## config.mk

```make
export PLATFORM = sky130hd
export DESIGN_NAME = bffa_mul
export DESIGN_NICKNAME = d
export VERILOG_FILES = /design/src/design/bitmap_first_fit_allocator_top_assert.svh /design/src/design/bffa_mul.sv
export SDC_FILE = /design/constraint.sdc
export NUM_CORES = 1
export LEC_CHECK = 0
export BUFFER_PORTS_ARGS = -buffer_cell sky130_fd_sc_hd__buf_2
export CAP_MARGIN = 30
export CORE_UTILIZATION = 60
export DETAILED_ROUTE_END_ITERATION = 8
export PLACE_DENSITY = 0.85
export SYNTH_ARGS = -nofsm -noshare
export SYNTH_HDL_FRONTEND = slang
export SYNTH_SLANG_ARGS = --single-unit
```

## constraint.sdc

```tcl
create_clock -name clk_i -period 11.8 [get_ports clk_i]
set_input_delay 1.18 -clock clk_i [delete_from_list [all_inputs] [get_ports clk_i]]
set_output_delay 1.18 -clock clk_i [all_outputs]
set_load 0.02 [all_outputs]
```

## src/design/bitmap_first_fit_allocator_top_assert.svh

```systemverilog
// Assertion macros for the bitmap first-fit allocator.
`ifndef BITMAP_FIRST_FIT_ALLOCATOR_TOP_ASSERT_SVH
`define BITMAP_FIRST_FIT_ALLOCATOR_TOP_ASSERT_SVH
// Asserts that a condition implies a consequence in the same cycle.
`define BFA_ASSERT_IMP(lbl, ante, cons) \
  lbl: assert property (@(posedge clk_i) disable iff (!rst_ni) (ante) |-> (cons)) \
    else $error("assertion failed");
// Asserts that a condition implies a consequence in the following cycle.
`define BFA_ASSERT_NEXT(lbl, ante, cons) \
  lbl: assert property (@(posedge clk_i) disable iff (!rst_ni) (ante) |=> (cons)) \
    else $error("assertion failed");
`endif

```

## src/design/bffa_mul.sv

```systemverilog
// Sequential 32x32 multiplier, one 8-bit slice of the multiplier per cycle.
module bffa_mul (
  input  logic        clk_i,
  input  logic        rst_ni,
  input  logic        start_i,
  input  logic [31:0] a_i,
  input  logic [31:0] b_i,
  output logic        done_o,
  output logic [63:0] prod_o
);
  logic [63:0] acc_q, acc_d;
  logic [31:0] a_q, a_d;
  logic [31:0] b_q, b_d;
  logic [2:0]  cnt_q, cnt_d;
  logic        run_q, run_d;
  logic [39:0] part;

  assign part = 40'(a_q) * 40'(b_q[7:0]);

  always_comb begin
    acc_d = acc_q;
    a_d = a_q;
    b_d = b_q;
    cnt_d = cnt_q;
    run_d = run_q;
    done_o = 1'b0;
    if (start_i) begin
      acc_d = '0;
      a_d = a_i;
      b_d = b_i;
      cnt_d = '0;
      run_d = 1'b1;
    end else if (run_q) begin
      acc_d = acc_q + ({24'd0, part} << {cnt_q[1:0], 3'd0});
      b_d = b_q >> 8;
      cnt_d = cnt_q + 3'd1;
      if (cnt_q == 3'd3) begin
        run_d = 1'b0;
        done_o = 1'b1;
      end
    end
  end

  assign prod_o = acc_d;

  always_ff @(posedge clk_i or negedge rst_ni) begin
    if (!rst_ni) begin
      run_q <= 1'b0;
      cnt_q <= '0;
    end else begin
      run_q <= run_d;
      cnt_q <= cnt_d;
    end
  end

  always_ff @(posedge clk_i) begin
    acc_q <= acc_d;
    a_q <= a_d;
    b_q <= b_d;
  end
endmodule

```

==> reports/metrics.yaml, run 1 <==
holdBufCountCts: 0
grt_pass1_vias: 14822
routed-wl-met2_um: 21900
htreeDepth: 4
rr_worst_depth: 29
mostFrequentLayoutCells: "225 x and2_1, 190 x inv_1, 181 x fa_1"
seq_area_frac_synth_pct: 19.2
final_max_slew_viol_count: 0
crit_required_ps: 10620
cts_tree: "yes"
die_h_um: 171
antenna_found_initial: 0
dp_hpwl_um: 34500
syn_avg_cell_area_um2: 8.79
cts_setup_buffers: 0
worst-slew-pin-transition_ps: 868
cp_slowest_stage_delay_ps: 520
fill_cells: 2233
routedWlPerCell_um: 18.3
tns_ps: 0
clk_path_buf_depth: 2
remaining_drc_errors: 0
port-buffer-count: 131
grt_first_pass_wirelength_um: 72300
setup_violations: 0
slew_headroom_pct: 40.6
initial_utilization_pct: 61.4
cts.repair.resized: 0
rr_startpoint: "b_q[4]"
clock_latency_ps: 450
cts_root_buffer: "clkbuf_16"
ant_nets: 0
rr_endpoint: "acc_q[60]"
grt_usage_pct: 31.2
ioPinCount: 132
syn-num-nets: 2335
path_max_fanout: 22
synth_cell_type_count: 69
hp-start: "acc_q[55]"
viasPerCell: 6.07
yosys_warnings: 0
die_w_um: 171
slowest_stage: "edfxtp_1"
min_period_over_period_pct: 90.7
final_common_cell: "and2_1"
final_cell_area_um2: 18700
place.gp.congestion: 0.990
placementRows: 61
holdCritPathClass: "reg2reg"
drt_iter0_drc: 1210
cp.arrival_ps: 9520
rsz0062_at_grt: "false"
synth_ff_type: "edfxtp_1"
via_count: 14712
grt_overflow: 0
skew_ps: 13.4
crit_top_cell: "fa_1"
start_kind: "register"
synth_edf_count: 64
drt_pass1_iterations: 6
clock.fmax_mhz: 93.5
dieArea_um2: 29300
wl_met1_um: 17600
layout-drive-gt1-share_pct: 10.8
cts_buffers: 17
hold_depth: 2
synthArstFlopShare_pct: 3.03
num_antenna_cells: 0
highest_layer: "met4"
cap_violations: 0
netlist_instances: 1955
critical_path_class: "reg2out"
period_needed_ps: 10700
core_um2: 28000
ys_ff_latch: 132
placed_cell_area_um2: 18100
whs_endpoint: "acc_q[55]"
cts.sinks: 132
met3_length_um: 3420
fin_nets: 2414
hold_violations: 0
areaGrowthSynthToFinish_pct: 8.85
syn_area_um2: 17200
drt_wl_total_um: 44500
grt_max_degree: 54
finish.utilization_pct: 66.8
status: "finished, final reports clean"
clkTransAtPathRegs_ps: 70
endpoint_kind: "primary output"
r2r_setup_slack_ps: 2770
## layer usage
layer,vias up,GRT usage (%)
met1,7113,39.0
met2,694,53.5
met3,118,5.25
met4,0,13.0
li1,6787,-
met5,-,0
## cell type report
class | instances | area [µm²] | area share [%]
multi-input combinational | 1545 | 12800 | 68.5
sequential | 132 | 3300 | 17.7
timing repair buffer | 147 | 778 | 4.16
inverter | 191 | 717 | 3.83
tap | 378 | 473 | 2.53
clock buffer | 17 | 425 | 2.27
clock inverter | 15 | 190 | 1.02
## sequential cells by signal, indices dropped and copies added (netlist names)
name   flops
b_q       32
acc_q     64
cnt_q      3
a_q       32
run_q      1
## cells in the mapped netlist, drive strengths merged (30+ instances only)
cell type  count  share of area, %
nor2         137               3.0
ha           132               9.6
clkbuf        71               1.6
fa           181                21
and2         225               8.2
nand2        165               3.6
xor2          43               2.2
mux2i         51               3.0
xnor2         47               2.4
mux2          30               2.0
edfxtp        64                11
o21ai        102               3.0
a21oi        119               3.5
dfxtp         64               7.5
inv          190               4.1
a21o          64               2.8
## metrics by stage
step | hold slack, ps | setup slack [ps] | instances
3_3_place_gp | 475 | 1940 | 2393
3_5_place_dp | 481 | 1710 | 2393
5_1_grt | 524 | 720 | 2425
2_1_floorplan | 525 | 2690 | 1955
4_1_cts | 495 | 1190 | 2425
6_report | 495 | 1100 | 2425
## worst max-delay path, delay by kind of cell, from the launching register on
kind / cells / cell delay, ps
adder cells (fa/ha/maj): 6 / 2650
XOR/XNOR: 1 / 270
AND/OR/NAND/NOR: 4 / 1020
AO/OA/AOI/OAI: 14 / 3740
multiplexers: 1 / 280
flip-flops: 1 / 520
buffers and inverters: 4 / 560
## cells by family (layout without fill, tap and decap cells)
family | count (synthesis) | count (layout) | share of synthesized area [%]
buffers and inverters | 278 | 370 | 6.20
adder cells (fa/ha/maj) | 313 | 313 | 30.7
multiplexers | 81 | 81 | 5.01
AND/OR/NAND/NOR | 639 | 639 | 18.7
flip-flops | 132 | 132 | 19.2
XOR/XNOR | 90 | 90 | 4.58
AO/OA/AOI/OAI | 422 | 422 | 15.6
## worst max-delay path by stage
stage / start / end / slack [ps] / cells past startpoint
finish: b_q[4] / prod_o[60] / 1100 / 30
global route: b_q[4] / prod_o[60] / 720 / 30
CTS: b_q[4] / prod_o[60] / 1190 / 30
detailed placement: b_q[4] / prod_o[60] / 1710 / 30
global placement: b_q[4] / prod_o[60] / 1940 / 30
floorplan: b_q[2] / prod_o[58] / 2690 / 29
Power of run 1 is not shown: default switching activity piles up to over one toggle a cycle in this logic, so the estimate is an artifact.
==> inputs of run 2 (changes only) <==
==> constraint.sdc (replaced) <==
create_clock -name clk_i -period 11.8 [get_ports clk_i]
set_input_delay 2.36 -clock clk_i [delete_from_list [all_inputs] [get_ports clk_i]]
set_output_delay 2.36 -clock clk_i [all_outputs]
set_load 0.02 [all_outputs]
==> reports/metrics.yaml, run 2 (synthesized netlist as in run 1, its figures left out) <==
status: "finished, final reports clean"
hold_slack_ps: 508
grt_usage_pct: 32.0
cap_violations: 0
crit_start: "b_q[2]"
cts.sinks: 132
holdBufCountCts: 0
clkTransAtPathRegs_ps: 60
dp_hpwl_um: 35800
placed_cell_area_um2: 18100
layout-drive-gt1-share_pct: 11.3
clk_path_buf_depth: 2
die_h_um: 171
grt_first_pass_wirelength_um: 72700
drt_wl_total_um: 45800
htreeDepth: 4
fin_nets: 2423
skew_ps: 15.1
hp-start: "acc_q[16]"
core_um2: 28000
tns_ps: 0
final_common_cell: "and2_1"
via_count: 14679
cp.arrival_ps: 9130
antenna_found_initial: 0
placementRows: 61
holdCritPathClass: "reg2reg"
fill_cells: 2237
path_max_fanout: 16
top_regs: "acc_q: 64 flops, a_q: 32 flops, b_q: 32 flops"
rr_startpoint: "b_q[2]"
grt_pass1_vias: 14609
critical_path_class: "reg2out"
remaining_drc_errors: 0
clock.fmax_mhz: 87.1
hold_violations: 0
setup_violations: 0
drt_pass1_iterations: 5
port-buffer-count: 131
largest_reg_flops: 64
ioPinCount: 132
grt_max_degree: 54
cts_buffers: 17
cp_slowest_stage_delay_ps: 560
place.gp.congestion: 0.943
crit_top_cell: "o21ai_0"
crit_required_ps: 9440
routedWlPerCell_um: 18.8
grt_overflow: 0
top_register: "acc_q"
cts_root_buffer: "clkbuf_16"
final_max_slew_viol_count: 0
cts_tree: "yes"
rsz0062_at_grt: "false"
final_cell_area_um2: 18800
worst_slack_ps: 315
worst-slew-pin-transition_ps: 1030
clock_latency_ps: 460
dp_slack_ps: 514
slowest_stage: "fa_1"
period_needed_ps: 11490
mostFrequentLayoutCells: "225 x and2_1, 190 x inv_1, 181 x fa_1"
num_antenna_cells: 0
start_kind: "register"
die_w_um: 171
min_period_over_period_pct: 97.3
drt_iter0_drc: 1146
dieArea_um2: 29300
slew_headroom_pct: 31.4
endpoint_kind: "primary output"
ant_nets: 0
areaGrowthSynthToFinish_pct: 9.34
initial_utilization_pct: 61.4
viasPerCell: 6.03
==> run 2: cell types whose count changed in the layout (fill, tap and decap cells not counted), sizes merged <==
cell	before	now
buf	147	156
inv	198	194
clkinv	3	5
clkbuf	17	18
clkinvlp	3	4
==> run 2: layout make-up <==
cell class / instances / area, µm² / area share, %
clock buffers: 18 / 429 / 2.28
flip-flops and latches: 132 / 3300 / 17.6
multi-input cells: 1545 / 12800 / 68.3
inverters: 191 / 717 / 3.81
well taps: 378 / 473 / 2.52
clock inverters: 14 / 153 / 0.812
repair buffers: 156 / 875 / 4.65
==> run 2: final timing paths <==
path	end	slack (ps)	cells after the start
setup / recovery	prod_o[47]	310	31
hold / removal	acc_q[16]	510	2
setup reg to reg	acc_q[47]	3210	30
hold reg to reg	acc_q[16]	510	2
max in group asynchronous	run_q	9970	1
min in group asynchronous	cnt_q[0]	1700	1
==> run 2: stage by stage <==
stage / util (%) / std cells
5_1_grt: 67.1 / 2434
2_1_floorplan: - / 1955
6_report: 67.1 / 2434
3_5_place_dp: 64.6 / 2394
3_3_place_gp: 64.6 / 2394
4_1_cts: 66.7 / 2426
==> run 2: what timing repair did <==
item                       4_1_cts  5_1_grt
cloned                           0        0
setup buffers                    0        8
resized for setup                1        4
setup endpoints to repair        1       24
hold endpoints to repair         0        0
==> run 2: layer usage <==
metal,track usage (%),vias to the layer above,routed length (µm)
met5,0,-,0
met3,5.52,110,3230
met4,13.4,0,1630
met2,53.8,585,22300
li1,-,6796,-
met1,40.6,7188,18600
==> run 2: critical path: cells and delay by family, from the launching register on <==
family                   cells  cell delay (ps)
buffers and inverters        5              640
flip-flops                   1              430
XOR/XNOR                     2              550
AND/OR/NAND/NOR              3              450
AO/OA/AOI/OAI               15             3880
adder cells (fa/ha/maj)      6             2700
Power of run 2 is left out for the same reason.
==> inputs of run 3 (changes only) <==
--- a/config.mk
+++ b/config.mk
@@ -7,6 +7,7 @@
 export LEC_CHECK = 0
 export BUFFER_PORTS_ARGS = -buffer_cell sky130_fd_sc_hd__buf_2
 export CAP_MARGIN = 30
+export CORE_ASPECT_RATIO = 1.25
 export CORE_UTILIZATION = 60
 export DETAILED_ROUTE_END_ITERATION = 8
 export PLACE_DENSITY = 0.85
==> reports/metrics.yaml, run 3 (synthesized netlist as in run 1, its figures left out) <==
port-buffer-count: 131
grt_first_pass_wirelength_um: 76300
top_register: "acc_q"
cap_violations: 0
crit_required_ps: 9440
dp_hpwl_um: 36700
grt_pass1_vias: 14877
clock.fmax_mhz: 86.6
fill_cells: 2205
viasPerCell: 6.19
cp_top_family: "compound AO/OA/AOI/OAI gates"
critical_path_class: "reg2out"
dieArea_um2: 29300
holdBufCountCts: 0
holdCritPathClass: "reg2reg"
drt_wl_total_um: 48900
worst-slew-pin-transition_ps: 1000
clkTransAtPathRegs_ps: 80
slew_headroom_pct: 33.0
die_w_um: 153
cts_buffers: 17
grt_overflow: 0
routedWlPerCell_um: 20.2
path_buf_inv: 5
status: "finished, final reports clean"
period_needed_ps: 11550
placementRows: 68
crit_top_cell: "fa_1"
final-seq-area_um2: 3300
fin_nets: 2436
place.gp.congestion: 0.977
layout-drive-gt1-share_pct: 11.8
clock_latency_ps: 460
cts.sinks: 132
ant_nets: 0
hold_violations: 0
antenna_found_initial: 0
grt_usage_pct: 33.1
mostFrequentLayoutCells: "225 x and2_1, 190 x inv_1, 181 x fa_1"
min_period_over_period_pct: 97.8
remaining_drc_errors: 0
path_max_fanout: 8
top_regs: "acc_q: 64 flops, a_q: 32 flops, b_q: 32 flops"
cp.arrival_ps: 9190
setup_violations: 0
drt_iter0_drc: 1193
final_common_cell: "and2_1"
multi_input_area_um2: 12800
start_kind: "register"
grt_max_degree: 83
cts_root_buffer: "clkbuf_16"
cts_tree: "yes"
initial_utilization_pct: 61.6
via_count: 14971
skew_ps: 17.3
largest_reg_flops: 64
slowest_stage: "edfxtp_1"
cp_slowest_stage_delay_ps: 600
htreeDepth: 4
final_max_slew_viol_count: 0
core_um2: 27900
endpoint_kind: "primary output"
clk_path_buf_depth: 2
areaGrowthSynthToFinish_pct: 10.0
hold_slack_ps: 486
num_antenna_cells: 0
drt_pass1_iterations: 8
die_h_um: 191
ioPinCount: 132
run 3: layer usage:
metal / part of all wire [%] / GRT usage, % / vias up
met3: 8.2 / 5.21 / 180
met2: 49 / 56.6 / 781
met5: 0.045 / 0 / -
li1: - / - / 6822
met1: 38 / 41.9 / 7186
met4: 4.7 / 13.5 / 2
run 3: cell type report:
| class | count | share of cell area [%] |
|---|---|---|
| well taps | 350 | 2.31 |
| clock buffers | 17 | 2.25 |
| multi-input cells | 1545 | 67.8 |
| repair buffers | 169 | 5.50 |
| flip-flops and latches | 132 | 17.5 |
| clock inverters | 15 | 0.846 |
| inverters | 191 | 3.79 |
run 3: path summary, 6_finish.rpt:
check	end	slack [ps]	depth (start not counted)	startpoint
max	prod_o[60]	250	32	b_q[4]
min	acc_q[16]	490	2	acc_q[16]
max reg2reg	acc_q[60]	3120	31	b_q[4]
min reg2reg	acc_q[16]	490	2	acc_q[16]
max in group asynchronous	run_q	9920	1	rst_ni
min in group asynchronous	cnt_q[0]	1720	1	rst_ni
run 3: tightest hold or removal path, cell delays in order, from the launching register on:
cell and delay [ps]:
dfxtp_1 310, nand2_1 60, a21oi_1 60
run 3: stage by stage:
step	utilization [%]	instance area (µm²)	worst slack, ps	cells	TNS (ps)
final	67.8	18900	254	2419	0
after global routing	67.8	18900	-17.3	2419	-20.3
after CTS	67.1	18700	4.33	2401	0
after detailed placement	64.9	18100	495	2368	0
after global placement	64.8	18100	601	2366	0
after floorplan	-	17200	1510	1955	0
run 3: what timing repair did:
action                                  CTS  global route
endpoints found under the setup margin    2            32
pin swaps                                 0             2
setup buffers                             1            18
endpoints found under the hold margin     0             0
resized for setup                         0             5
Power of run 3 is left out for the same reason.
